$ cat src/bvsl_pkg.sv
// ----------------------------------------------------------------------------
// bvsl_pkg
// Shared constants and types for the body velocity slew limiter.
// ----------------------------------------------------------------------------
package bvsl_pkg;

  localparam int ACC_W     = 24;
  localparam int TIME_W    = 24;
  localparam int TIME_FRAC = 20;
  localparam int IDX_W     = 8;
  localparam int SQ_W      = 2 * ACC_W;
  localparam int BUDGET_W  = TIME_W + ACC_W;

  localparam logic [ACC_W-1:0] ACC_RESET = 24'd65536;

  localparam logic [IDX_W-1:0] REG_LIN_ACCEL = 8'd0;
  localparam logic [IDX_W-1:0] REG_ANG_ACCEL = 8'd1;

  typedef enum logic [1:0] {
    PATH_REACHED = 2'd0,
    PATH_STOP    = 2'd1,
    PATH_PARTIAL = 2'd2
  } path_t;

endpackage

$ cat src/bvsl_div.sv
// ----------------------------------------------------------------------------
// bvsl_div
// Pipelined restoring divider for the progress fraction, one bit per stage.
// ----------------------------------------------------------------------------
module bvsl_div #(
  parameter int NUMW = 25,
  parameter int PB   = 24,
  parameter int SW   = 8
) (
  input  logic                           clk,
  input  logic                           rst,
  input  logic                           en,
  input  logic                           in_valid,
  input  logic [NUMW-1:0]                num,
  input  logic [bvsl_pkg::BUDGET_W-1:0]  budget,
  input  logic [SW-1:0]                  side,
  output logic                           out_valid,
  output logic                           reached,
  output logic [PB-1:0]                  quot,
  output logic [SW-1:0]                  out_side
);
  import bvsl_pkg::*;

  localparam int LW = NUMW + TIME_FRAC;
  localparam int MW = (LW > BUDGET_W) ? LW : BUDGET_W;

  // setup stage: limit, early-reach test, initial remainder
  logic [LW-1:0] lim_c;
  logic          rch_c;
  assign lim_c = {num, {TIME_FRAC{1'b0}}};
  assign rch_c = MW'(lim_c) <= MW'(budget);

  logic          v0, rch0;
  logic [LW-1:0] lim0, rem0;
  logic [SW-1:0] sd0;
  always_ff @(posedge clk) begin
    if (rst) v0 <= 1'b0;
    else if (en) v0 <= in_valid;
  end
  always_ff @(posedge clk) begin
    if (en) begin
      rch0 <= rch_c;
      lim0 <= lim_c;
      rem0 <= rch_c ? '0 : LW'(budget);
      sd0  <= side;
    end
  end

  logic [PB-1:0] vld;
  logic [LW-1:0] rem      [PB];
  logic [LW-1:0] lim      [PB];
  logic [PB-1:0] q        [PB];
  logic          rch      [PB];
  logic [SW-1:0] sd       [PB];
  logic [LW-1:0] src_rem  [PB];
  logic [LW-1:0] src_lim  [PB];
  logic [PB-1:0] src_q    [PB];
  logic          src_rch  [PB];
  logic [SW-1:0] src_sd   [PB];
  logic [LW-1:0] rem_next [PB];
  logic [PB-1:0] q_next   [PB];

  always_comb begin
    src_rem[0] = rem0;
    src_lim[0] = lim0;
    src_q[0]   = '0;
    src_rch[0] = rch0;
    src_sd[0]  = sd0;
    for (int k = 1; k < PB; k++) begin
      src_rem[k] = rem[k-1];
      src_lim[k] = lim[k-1];
      src_q[k]   = q[k-1];
      src_rch[k] = rch[k-1];
      src_sd[k]  = sd[k-1];
    end
  end

  always_comb begin
    logic [LW:0] r2;
    for (int k = 0; k < PB; k++) begin
      r2 = {src_rem[k], 1'b0};
      if (r2 >= {1'b0, src_lim[k]}) begin
        rem_next[k] = LW'(r2 - {1'b0, src_lim[k]});
        q_next[k]   = {src_q[k][PB-2:0], 1'b1};
      end else begin
        rem_next[k] = r2[LW-1:0];
        q_next[k]   = {src_q[k][PB-2:0], 1'b0};
      end
    end
  end

  always_ff @(posedge clk) begin
    if (rst) vld <= '0;
    else if (en) vld <= {vld[PB-2:0], v0};
  end

  always_ff @(posedge clk) begin
    if (en) begin
      for (int k = 0; k < PB; k++) begin
        rem[k] <= rem_next[k];
        lim[k] <= src_lim[k];
        q[k]   <= q_next[k];
        rch[k] <= src_rch[k];
        sd[k]  <= src_sd[k];
      end
    end
  end

  assign out_valid = vld[PB-1];
  assign reached   = rch[PB-1];
  assign quot      = q[PB-1];
  assign out_side  = sd[PB-1];

endmodule

$ cat config.mk
export PLATFORM = sky130hd
export DESIGN_NAME = bvsl_div
export DESIGN_NICKNAME = d
export VERILOG_FILES = /design/src/bvsl_pkg.sv /design/src/bvsl_div.sv
export SDC_FILE = /design/constraint.sdc
export NUM_CORES = 2
export LEC_CHECK = 0
export CORE_ASPECT_RATIO = 0.7
export CORE_UTILIZATION = 50
export CTS_CLUSTER_DIAMETER = 40
export DETAILED_ROUTE_END_ITERATION = 6
export DONT_BUFFER_PORTS = 1
export SLEW_MARGIN = 20
export SYNTH_ARGS = -nofsm -noshare
export SYNTH_HDL_FRONTEND = slang
export SYNTH_SLANG_ARGS = --single-unit
$ cat constraint.sdc
create_clock -name clk -period 4.4 [get_ports clk]
set_clock_uncertainty 0.05 [all_clocks]
set_input_delay 0.88 -clock clk [delete_from_list [all_inputs] [get_ports clk]]
set_output_delay 0.88 -clock clk [all_outputs]
set_load 0.01 [all_outputs]
-- After elaboration in Yosys (flattened, before gate mapping)
Memory sizes are Yosys's and may differ from the RTL's.
Cells that the tools add are included.
- RAM bits: 2952
- flip-flop bits (word level): 104
- bits of input ports: 85
- logic and storage cells: 110
- memories kept: 5
- memories (name ; depth ; bits a word ; read ports ; clocked after Yosys merged registers in ; write ports ; line ; text):
    lim ; 24 ; 45 ; 23 ; 0 ; 24 ; bvsl_div.sv:51 ; logic [LW-1:0] lim [PB];
    rem ; 24 ; 45 ; 23 ; 0 ; 24 ; bvsl_div.sv:50 ; logic [LW-1:0] rem [PB];
    q ; 24 ; 24 ; 24 ; 0 ; 24 ; bvsl_div.sv:52 ; logic [PB-1:0] q [PB];
    sd ; 24 ; 8 ; 24 ; 0 ; 24 ; bvsl_div.sv:54 ; logic [SW-1:0] sd [PB];
    rch ; 24 ; 1 ; 24 ; 0 ; 24 ; bvsl_div.sv:53 ; logic rch [PB];
- magnitude comparators: 25
- multiplexer cells: 50
- add/sub/neg operators: 24
- operators with widths (kind ; number):
    >= comparator 46 x 45 -> 1 bit ; 24
    2-to-1 mux 45 bit ; 24
    subtractor 45 bit ; 24
    less-or-equal comparator 45 x 48 -> 1 bit ; 1
    2-to-1 mux 1 bit ; 26

-- Depth between registers and ports, before layout
An unclocked memory read counts as a cell.
- word-level depth: 3
- mapped depth: 17
- depth with buffers taken out: 15

-- Worst setup path before layout
OpenSTA, ideal clock, no wires.
- kind: reg-to-reg
- from: memory rem[0][19] (netlist bit)
- to: memory rem[0][81] (netlist bit) (data pin)
- required time: 4.088 ns
- buffers on the path: 1
- slack: 0.832 ns
- library setup time: 0.262 ns
- stages on the path, launching flop included: 17
- clock period less this slack: 3.568 ns
- arrival: 3.256 ns
- path through: edfxtp_1 inv_1 ha_1 inv_1 fa_1 a21o_1 nand3_1 a31oi_1 a41oi_2 o21ai_1 nor2b_1 o211a_1 o21ai_1 nand2_1 a211oi_4 buf_4 mux2_1
- RTL lines (item ; line):
    from (decl) ; bvsl_div.sv:50

==> results.json <==
{
  "synth.top_cell.area_share_pct": 60.5,
  "synth-seq-cells": 1960,
  "ys_types": 99,
  "timing.final.ws_setup_ns": 0.294,
  "core.rowCount": 134,
  "worst_hold_slack_ns": 0.0774,
  "outcome": "finished clean",
  "tritoncts": "yes",
  "ys_top_cells_by_count": "1,935 x edfxtp_1, 767 x inv_1, 624 x ha_1",
  "final_max_slew_viol_count": 0,
  "critPathCaptureType": "register",
  "critical_path_start_end_classification": "reg2reg",
  "syn_area_sq_um": 96100,
  "post_drt_via_cell_ratio": 5.56,
  "gr-usage-all-layers_pct": 20.7,
  "initial_antenna_violation_count": 7,
  "max-slew-margin-rel_pct": 28.3,
  "crit_arrival_ns": 4.64,
  "tritoncts_buffer_count": 235,
  "post-synth-top-count-cell": "edfxtp_1",
  "post-layout-total-power_mw": 78.3,
  "synth_sequential_area_ratio_pct": 61.0,
  "rr_startpoint": "rem[1][339]",
  "hpwlAfterDp_mm": 145,
  "grt.overflow.total": 0,
  "hold_viol_final": 0,
  "power.density_nw_per_um2": 722,
  "post-place-ws_ns": -3.21,
  "holdPathEnd": "sd0[2]",
  "timing.reg2reg.setup_slack_ns": 0.29,
  "synth.avg_cell_area_sq_um": 12.8,
  "detailroute.via_count": 58193,
  "worst-endpoint-required_ns": 4.93,
  "path_clk_slew_ns": 0.06,
  "numPortBuffers": 0,
  "final_period_minus_worst_setup_slack_ns": 4.11,
  "routedWlPerCell_um": 19.6,
  "cts_max_level": 4,
  "drt-total-wl_mm": 205,
  "first_pass_iters": 7,
  "cts.path.max_buffers": 4,
  "synth_edf_count": 1935,
  "yosys.area.top_type": "edfxtp_1",
  "number_of_sinks_driven_by_the_clock_tree": 1960,
  "mappedNetlistNets": 8265,
  "synth_cells": 7533,
  "gpl.final_weighted_congestion": 0.920,
  "drv_cap": 0,
  "actual_slew_at_the_worst_max_slew_pin_ns": 1.06,
  "rsz0062_at_grt": "no",
  "initial_core_util_pct": 50.4,
  "critical_path.startpoint_type": "register",
  "grt_start_max_net_pins": 249,
  "io-pin-count": 119,
  "die_width_um": 526,
  "final_nets": 8482,
  "timing.rr.end": "rem[2][24]",
  "clk_latency_ns": 0.87,
  "min_path_type": "in2reg",
  "final_antenna_net_count": 0,
  "setup_viol": 0,
  "placed_cells": 9979,
  "critPathMaxFanout": 26,
  "drt_drc_violations_left": 0,
  "worstHoldPathCells": 0,
  "synth.top_cells.by_area": "edfxtp_1 60%, ha_1 8.1%, a21oi_1 3.1%",
  "async_flop_share_pct": 0,
  "grt_first_pass_wirelength_mm": 316,
  "area_delta_synth_final_pct": 12.7,
  "post-route-period-util_pct": 93.3,
  "n_fill_cell": 15393,
  "hold_start": "en",
  "cts_root_buf": "clkbuf_16",
  "power_leakage_nw": 42.9,
  "dominantRegCellSynth": "edfxtp_1",
  "post_layout_nonfiller_instances": 10462,
  "floorplan.core_area_sq_um": 191000,
  "fin_area_sq_um": 108000,
  "die-area_sq_um": 194000,
  "irDropWorstVdd_mv": 0.382,
  "placedInstanceArea_sq_um": 99600,
  "dr.first_iter.drc_count": 4986,
  "cells_on_worst_reg2reg_path": 13,
  "die_h_um": 369,
  "layout-drive-gt1-share_pct": 10.1,
  "grt_pass1_vias": 55097,
  "highest_clock_rate_mhz": 244,
  "yosysWarningCount": 0
}
## layout by cell type, fill, tap and decap left out, types with 79 or more instances in the layout
cell       count
nor3_1        79
inv_1        767
nor2b_1       80
xnor2_1      297
a21oi_1      596
nand3_1      104
edfxtp_1    1935
mux2_2       224
nand4_1       98
o21ai_0      360
nor2_1       463
ha_1         624
nand2_1      375
xor2_1       191
a21o_1       254
clkbuf_16    241
## worst max-delay path, stage by stage (launching register included)
cell and delay [ns]:
edfxtp_1 0.44, ha_1 0.43, a21oi_1 0.26, nand2_1 0.08, o21ai_0 0.47, a31oi_1 0.24
o21ai_1 0.22, nand2b_1 0.08, a21o_1 0.22, a221o_1 0.35, o21ai_1 0.15, a22o_1 0.20
buf_12 0.21, mux2_2 0.40
## how the worst max path moves through the flow
stage,startpoint,endpoint,slack (ns)
global route,lim[2][200],rem[2][248],0.08
CTS,rem[1][154],rem[1][204],0.11
detailed placement,en,lim[1][307],-3.21
finish,rem[1][339],rem[2][24],0.29
floorplan,rem[0][19],rem[0][81],0.83
global placement,en,rem[1][313],-2.90
## logic make-up (layout without fill, tap and decap cells)
family	Yosys count	count (layout)	synth area share [%]
AO/OA/AOI/OAI	1671	1671	10.8
XOR/XNOR	488	488	4.45
adder cells (fa/ha/maj)	647	647	8.60
buffers and inverters	930	1341	3.89
flip-flops	1960	1960	61.0
multiplexers	298	298	3.44
other	0	2	0
AND/OR/NAND/NOR	1539	1539	7.81
## registers in the layout, summed over array words and instances (netlist names)
register and flops:
rch 24, q 300, rem0 45, vld 24, sd 192, lim 575
rch0 1, sd0 8, rem 765, lim0 25, v0 1
## where the power goes
group / internal [mW] / total, mW / switching (mW)
Combinational: 13.3 / 30.0 / 16.7
Clock: 11.8 / 19.7 / 7.91
Sequential: 26.2 / 28.5 / 2.31
## through the flow
stage	TNS [ns]	util [%]
after floorplan	0	-
after global placement	-1382.03	52.2
after detailed placement	-1435.06	52.2
after CTS	0	56.7
after global routing	0	56.8
final	0	56.8
## timing repair
action / CTS / global route
cloned: 9 / 1
hold buffers: 34 / 0
endpoints found under the setup margin: 585 / 76
pin swaps: 1 / 1
resized for setup: 0 / 2
endpoints found under the hold margin: 58 / 0
buffers inserted: 0 / 2
## layer usage
metal	global-route usage (%)	vias up	wire [um]
li1	-	28262	-
met1	32.8	28084	104000
met2	28.3	1545	81000
met3	4.43	300	14900
met4	5.43	2	4810
met5	0	-	9
## area by class of cell
cell class	instances	area, sq um	area share [%]
antenna	2	5.00	0.00462
clock buffer	267	6110	5.64
clock inverter	164	1850	1.71
inverter	768	2880	2.66
multi-input combinational	4643	33900	31.3
sequential	1960	58600	54.1
tap	2516	3150	2.91
timing repair buffer	142	1810	1.67
(Power assumes the default switching activity.)
