`src/bvsl_sqrt.sv`:
```
// ----------------------------------------------------------------------------
// bvsl_sqrt
// Pipelined square root, one root bit per stage, rounded up at the end.
// ----------------------------------------------------------------------------
module bvsl_sqrt #(
  parameter int RW = 50,
  parameter int QW = 25,
  parameter int SW = 8
) (
  input  logic          clk,
  input  logic          rst,
  input  logic          en,
  input  logic          in_valid,
  input  logic [RW-1:0] radicand,
  input  logic [SW-1:0] side,
  output logic          out_valid,
  output logic [QW-1:0] root,
  output logic [SW-1:0] out_side
);

  logic [QW-1:0] vld;
  logic [RW-1:0] rem      [QW];
  logic [QW-1:0] rt       [QW];
  logic [SW-1:0] sd       [QW];
  logic [RW-1:0] src_rem  [QW];
  logic [QW-1:0] src_rt   [QW];
  logic [SW-1:0] src_sd   [QW];
  logic [RW-1:0] rem_next [QW];
  logic [QW-1:0] rt_next  [QW];

  always_comb begin
    src_rem[0] = radicand;
    src_rt[0]  = '0;
    src_sd[0]  = side;
    for (int k = 1; k < QW; k++) begin
      src_rem[k] = rem[k-1];
      src_rt[k]  = rt[k-1];
      src_sd[k]  = sd[k-1];
    end
  end

  // try bit b: (r + 2^b)^2 - r^2 = r*2^(b+1) + 2^(2b)
  always_comb begin
    logic [RW:0] trial;
    int          b;
    for (int k = 0; k < QW; k++) begin
      b     = QW - 1 - k;
      trial = ((RW+1)'(src_rt[k]) << (b + 1)) + ((RW+1)'(1) << (2 * b));
      if ({1'b0, src_rem[k]} >= trial) begin
        rem_next[k] = src_rem[k] - trial[RW-1:0];
        rt_next[k]  = src_rt[k] | (QW'(1) << b);
      end else begin
        rem_next[k] = src_rem[k];
        rt_next[k]  = src_rt[k];
      end
    end
  end

  always_ff @(posedge clk) begin
    if (rst) vld <= '0;
    else if (en) vld <= {vld[QW-2:0], in_valid};
  end

  always_ff @(posedge clk) begin
    if (en) begin
      for (int k = 0; k < QW; k++) begin
        rem[k] <= rem_next[k];
        rt[k]  <= rt_next[k];
        sd[k]  <= src_sd[k];
      end
    end
  end

  // round up when a remainder is left
  logic          ov;
  logic [QW-1:0] root_q;
  logic [SW-1:0] side_q;
  always_ff @(posedge clk) begin
    if (rst) ov <= 1'b0;
    else if (en) ov <= vld[QW-1];
  end
  always_ff @(posedge clk) begin
    if (en) begin
      root_q <= rt[QW-1] + QW'(rem[QW-1] != '0);
      side_q <= sd[QW-1];
    end
  end

  assign out_valid = ov;
  assign root      = root_q;
  assign out_side  = side_q;

endmodule

```
`config.mk`:
```
export PLATFORM = sky130hd
export DESIGN_NAME = bvsl_sqrt
export DESIGN_NICKNAME = d
export VERILOG_FILES = /design/src/bvsl_sqrt.sv
export SDC_FILE = /design/constraint.sdc
export NUM_CORES = 2
export LEC_CHECK = 0
export BUFFER_PORTS_ARGS = -buffer_cell sky130_fd_sc_hd__buf_2
export CAP_MARGIN = 10
export CORE_MARGIN = 2
export CORE_UTILIZATION = 50
export CTS_CLUSTER_SIZE = 30
export DETAILED_ROUTE_END_ITERATION = 7
export PLACE_DENSITY_LB_ADDON = 0.05
export SLEW_MARGIN = 20
export SYNTH_ARGS = -nofsm -noshare
export SYNTH_HDL_FRONTEND = slang
export SYNTH_SLANG_ARGS = --single-unit
```
`constraint.sdc`:
```
create_clock -name clk -period 4.3 [get_ports clk]
set_clock_uncertainty 0.2 [all_clocks]
set_input_delay 0.215 -clock clk [delete_from_list [all_inputs] [get_ports clk]]
set_output_delay 0.215 -clock clk [all_outputs]
set_load 0.05 [all_outputs]
```
; After elaboration in Yosys (flattened, before gate mapping)
; Memory sizes are Yosys's and may differ from the RTL's. A register that Yosys moved wholly into a read port is not among the register bits.
; Cells that the tools add are included.
[totals]
register_bits = 51
rom_bits = 0
elab_cells = 134
memories = 3
ram_bits = 2075
latch_bits = 0
in_bits = 62
output_inout_bits = 34
[classes]
mul = 0
magnitude_cmp = 25
div = 0
n_eq_ne = 0
bitwise_logic = 0
n_mux = 52
reduce_logical = 1
n_shift = 0
addsub = 50
[memory_table]
columns = name, depth, word_bits, rd, rd_ports_with_merged_regs, write_ports, line_no
row1 = rem, 25, 50, 25, 0, 25, 22  ; logic [RW-1:0] rem [QW];
row2 = rt, 25, 25, 25, 0, 25, 23  ; logic [QW-1:0] rt [QW];
row3 = sd, 25, 8, 25, 1, 25, 24  ; logic [SW-1:0] sd [QW];
[op_table]
columns = op, n
row1 = $mux W50, 25
row2 = $add A49 B47 Y50 const B, 1
row3 = $ge A50 B27 Y1, 1
row4 = $ge A50 B28 Y1, 1
row5 = $ge A50 B29 Y1, 1
row6 = $ge A50 B30 Y1, 1
row7 = $ge A50 B31 Y1, 1
row8 = $ge A50 B32 Y1, 1
row9 = $ge A50 B33 Y1, 1
row10 = $ge A50 B34 Y1, 1
row11 = $ge A50 B35 Y1, 1
row12 = $ge A50 B36 Y1, 1
row13 = $ge A50 B37 Y1, 1
row14 = $ge A50 B38 Y1, 1
row15 = $ge A50 B39 Y1, 1
row16 = $ge A50 B40 Y1, 1
row17 = $ge A50 B41 Y1, 1
row18 = $ge A50 B42 Y1, 1
row19 = $ge A50 B43 Y1, 1
row20 = $ge A50 B44 Y1, 1
row21 = $ge A50 B45 Y1, 1
row22 = $ge A50 B46 Y1, 1
row23 = $ge A50 B47 Y1, 1
row24 = $ge A50 B48 Y1, 1
row25 = other kinds (78), 80

; Logic depth before layout (Yosys ltp)
; An unclocked memory read counts as a cell.
[logic_depth]
depth_word = 4
ltp_mapped = 14
ltp_nobuf = 12

; Worst setup path before layout
; No wires, ideal clock.
[synth_path]
path_type = reg2reg
startpoint = memory rem[18][12] (netlist: rem[1][112])
endpoint = memory rem[19][46] (netlist: rem[1][196]), data pin
setup_slack_ps = 728
t_required_ps = 3842
period_less_slack_ps = 3572
path_buffers = 0
stages_incl_launch_ff = 11
setup_ps = 258
t_arrival_ps = 3115
path_cell_list = edfxtp_1 -> ha_1 -> nor2b_1 -> o31a_1 -> o41a_1 -> a2111oi_2 -> o21bai_1 -> a22o_1 -> a2111oi_1 -> nand3_1 -> xnor2_1
[synth_rtl]
columns = element, line_no
row1 = start: declaration, 22

==> results.md <==
* Largest net degree at the start of global routing at 159
* Final Max Tran Viols at 0
* Via count at 50.58k
* Initial antenna violation count at 3
* Clk pwr share at 33.3%
* TNS Setup at 0 ns
* Die area at 0.1704 mm^2
* Max IR drop VDD at 0.0004437 V
* Syn_nets at 6742
* Starting DRT DRC Count at 3836
* Req. time, crit path at 4.66 ns
* Worst-Margin Slew at 1.025 ns
* Cells after Synth at 6330
* Internal cell power at 35150 uW
* Share of layout cells above drive strength 1 at 8.356%
* Sw power at 13440 uW
* #FFs+latches synth at 1834
* Synthesized area at 0.08355 mm^2
* TritonRoute pass-1 iters at 8
* Longest Clk Path Bufs at 3
* Synth top cells by count: 1808 x edfxtp_1, 436 x nor2_1, 413 x inv_1
* Status: completed
* Gr usage total at 22.13%
* LEAKAGE at 0.03538 uW
* Final Power at 48590 uW
* Crit start category: flip-flop
* Hold slack at 0.09928 ns
* # DRC at 0
* Initial Util at 50.19%
* Final setup viols at 0
* CP Max Fanout at 8
* Sink Count at 1834
* Share of the clock period used by the worst path after layout at 93.39%
* Clock-pin slew on the worst setup and hold paths at 0.06 ns
* Final Wtd Congestion at 0.8923
* Min Tclk post-route at 4.016 ns
* Row cnt at 150
* Drt wl/cell at 20.64 um
* Final Hold Fails at 0
* DP HPWL at 136.7 mm
* Core Area at 0.1665 mm^2
* Combinational power share at 17.4%
* Final WL at 187.9 mm
* R2R Path Start: rem[0][702]$_DFFE_PP_
* Skew-Pair Late Insertion Delay at 0.84 ns
* RSZ-0062 raised after global routing: no
* CTS tree: built
* Nets at 7153
* Top-count cell post-synth: edfxtp_1
* Syn. warnings at 0
* Worst reg2reg setup slack at 0.28 ns
* Cell taking the most area after synthesis: edfxtp_1
* Number of buffers created by CTS at 188
* WP data arrival at 4.37 ns
* Die Wd at 412.8 um
* Kind of critical path: flip-flop to flip-flop
* # IOs at 96
* Worst r2r path cells at 11
* EDFF count, synth at 1808
* Max Freq at 249.0 MHz
* Share of flip-flops with an asynchronous set or reset at 0%
* Number of port buffers at 95
* Synth-to-layout area growth at 13.61%
* Root buffer cell: clkbuf_16
* DRT antenna net count at 0
* Vias/cell at 5.556
* Worst hold-check path type: primary input to flip-flop
* WHS Endpoint: rem[0][48]$_DFFE_PP_
* Pre-CTS setup slack at 0.1325 ns
* Area share of the largest cell type after synthesis at 64.99%
* Vias in the first global route at 50.54k
* Worst slew margin at 31.09%
* First-pass GRT wire length at 290.8 mm
* CTS H-tree lvls at 4
* Seq/Total Area, Yosys at 65.61%
* Gr ovfl total at 0
* Finished Core Util at 57.02%
* Post-route setup slack at 0.2843 ns
* Switching share of power at 27.65%
* Die Y at 412.8 um
* Worst Hold Launch: radicand[48]
* Syn_area_per_cell at 13.20 um^2
* Synth Flop Type: edfxtp_1
* Max-cap violations at 0
* Hold depth at 3
* Worst R2R End: rem[0][797]$_DFFE_PP_
* Seq pwr share at 49.3%
* Dominant cells by area after synthesis: edfxtp_1 65%, ha_1 5.2%, xor2_1 3.1%
* Worst setup EP type: flip-flop
* Synth unique cells at 93
* PwrDens at 511.9 mW/mm^2
critical path, cell delays in order, from the launching register on:
cell,delay [ns]
edfxtp_1,0.39
nor4_1,0.55
buf_4,0.22
nand4_1,0.14
or4_1,0.57
nor4_2,0.34
buf_4,0.17
a21oi_1,0.07
o31a_1,0.12
or4_1,0.63
nor3_1,0.23
xor2_1,0.11
stage by stage:
step                std cells  area [um^2]
finish                   9105        94920
global route             9103        94910
CTS                      9095        94870
detailed placement       8631        87520
global placement         8630        87500
floorplan                6330        83550
worst max-delay path by stage:
stage / cells past startpoint / slack, ns / startpoint / endpoint
floorplan: 10 / 0.73 / rem[1][112]$_DFFE_PP_ / rem[1][196]$_DFFE_PP_
global placement: 11 / 0.17 / rem[1][256]$_DFFE_PP_ / rem[1][344]$_DFFE_PP_
detailed placement: 11 / 0.13 / rem[1][256]$_DFFE_PP_ / rem[1][346]$_DFFE_PP_
CTS: 11 / 0.10 / rem[1][256]$_DFFE_PP_ / rem[1][344]$_DFFE_PP_
global route: 11 / 0.06 / rem[0][702]$_DFFE_PP_ / rem[0][791]$_DFFE_PP_
finish: 11 / 0.28 / rem[0][702]$_DFFE_PP_ / rem[0][797]$_DFFE_PP_
timing repair:
action | CTS | global route
endpoints found under the hold margin | 412 | 0
endpoints found under the setup margin | 0 | 9
hold buffers | 122 | 0
resized for setup | 0 | 2
buffers inserted | 0 | 2
layer usage:
layer | up-vias | GRT usage, % | share of wire (%)
met5 | - | 0 | 0.012
met4 | 2 | 8.451 | 3.7
met3 | 311 | 3.372 | 4.4
met2 | 1060 | 37.60 | 49
met1 | 24633 | 28.63 | 43
li1 | 24577 | - | -
state kept, by name (all words and copies together), names as in the netlist:
register,cells
out_side,8
vld,25
sd,200
out_valid,1
rem,1250
root,25
rt,325
layout by cell type, fill, tap and decap left out, types with 35 or more instances in the layout:
| cell | instances |
|---|---|
| or4_1 | 50 |
| nand2_1 | 397 |
| nor2b_1 | 47 |
| inv_1 | 413 |
| xnor2_1 | 280 |
| a21oi_1 | 353 |
| buf_2 | 94 |
| ha_1 | 350 |
| edfxtp_1 | 1808 |
| o21ai_0 | 251 |
| nor4_1 | 198 |
| clkinv_1 | 38 |
| o31ai_1 | 46 |
| a21o_1 | 103 |
| mux2i_1 | 39 |
| nand4_1 | 87 |
| clkbuf_16 | 188 |
| or3_1 | 66 |
| clkbuf_1 | 43 |
| buf_4 | 98 |
| a31oi_1 | 35 |
| nand2b_1 | 91 |
| o21a_1 | 73 |
| mux2_2 | 36 |
| nor2_1 | 435 |
| xor2_1 | 299 |
| nor3_1 | 182 |
| nand3_1 | 101 |
| and3_1 | 37 |
| dlygate4sd3_1 | 122 |
power groups by stage:
| stage | Clock (uW) | Sequential, uW | Combinational (uW) |
|---|---|---|---|
| after floorplan | 0 | 23500 | 6030 |
| after global placement | 0 | 24300 | 8240 |
| after detailed placement | 0 | 24300 | 8260 |
| after CTS | 16600 | 24000 | 8410 |
| after global routing | 17300 | 24200 | 9410 |
| final | 16200 | 24000 | 8430 |
area by class of cell:
| cell class | instances | area [um^2] |
|---|---|---|
| Inverter | 416 | 1562 |
| Clock inverter | 110 | 1244 |
| Clock buffer | 232 | 4880 |
| Antenna cell | 8 | 20.02 |
| Tap cell | 2204 | 2758 |
| Multi-Input combinational cell | 3967 | 26820 |
| Sequential cell | 1834 | 54810 |
| Fill cell | 13459 | 71550 |
| Timing Repair Buffer | 334 | 2828 |
cell families after synthesis:
| kind of cell | Yosys count | synth area share, % |
|---|---|---|
| simple gates | 1852 | 11.37 |
| flops | 1834 | 65.61 |
| compound gates | 1094 | 8.123 |
| xor+xnor | 579 | 6.070 |
| buf+inv | 529 | 2.402 |
| fa+ha+maj | 350 | 5.242 |
| mux | 92 | 1.182 |
(Power assumes the default switching activity.)
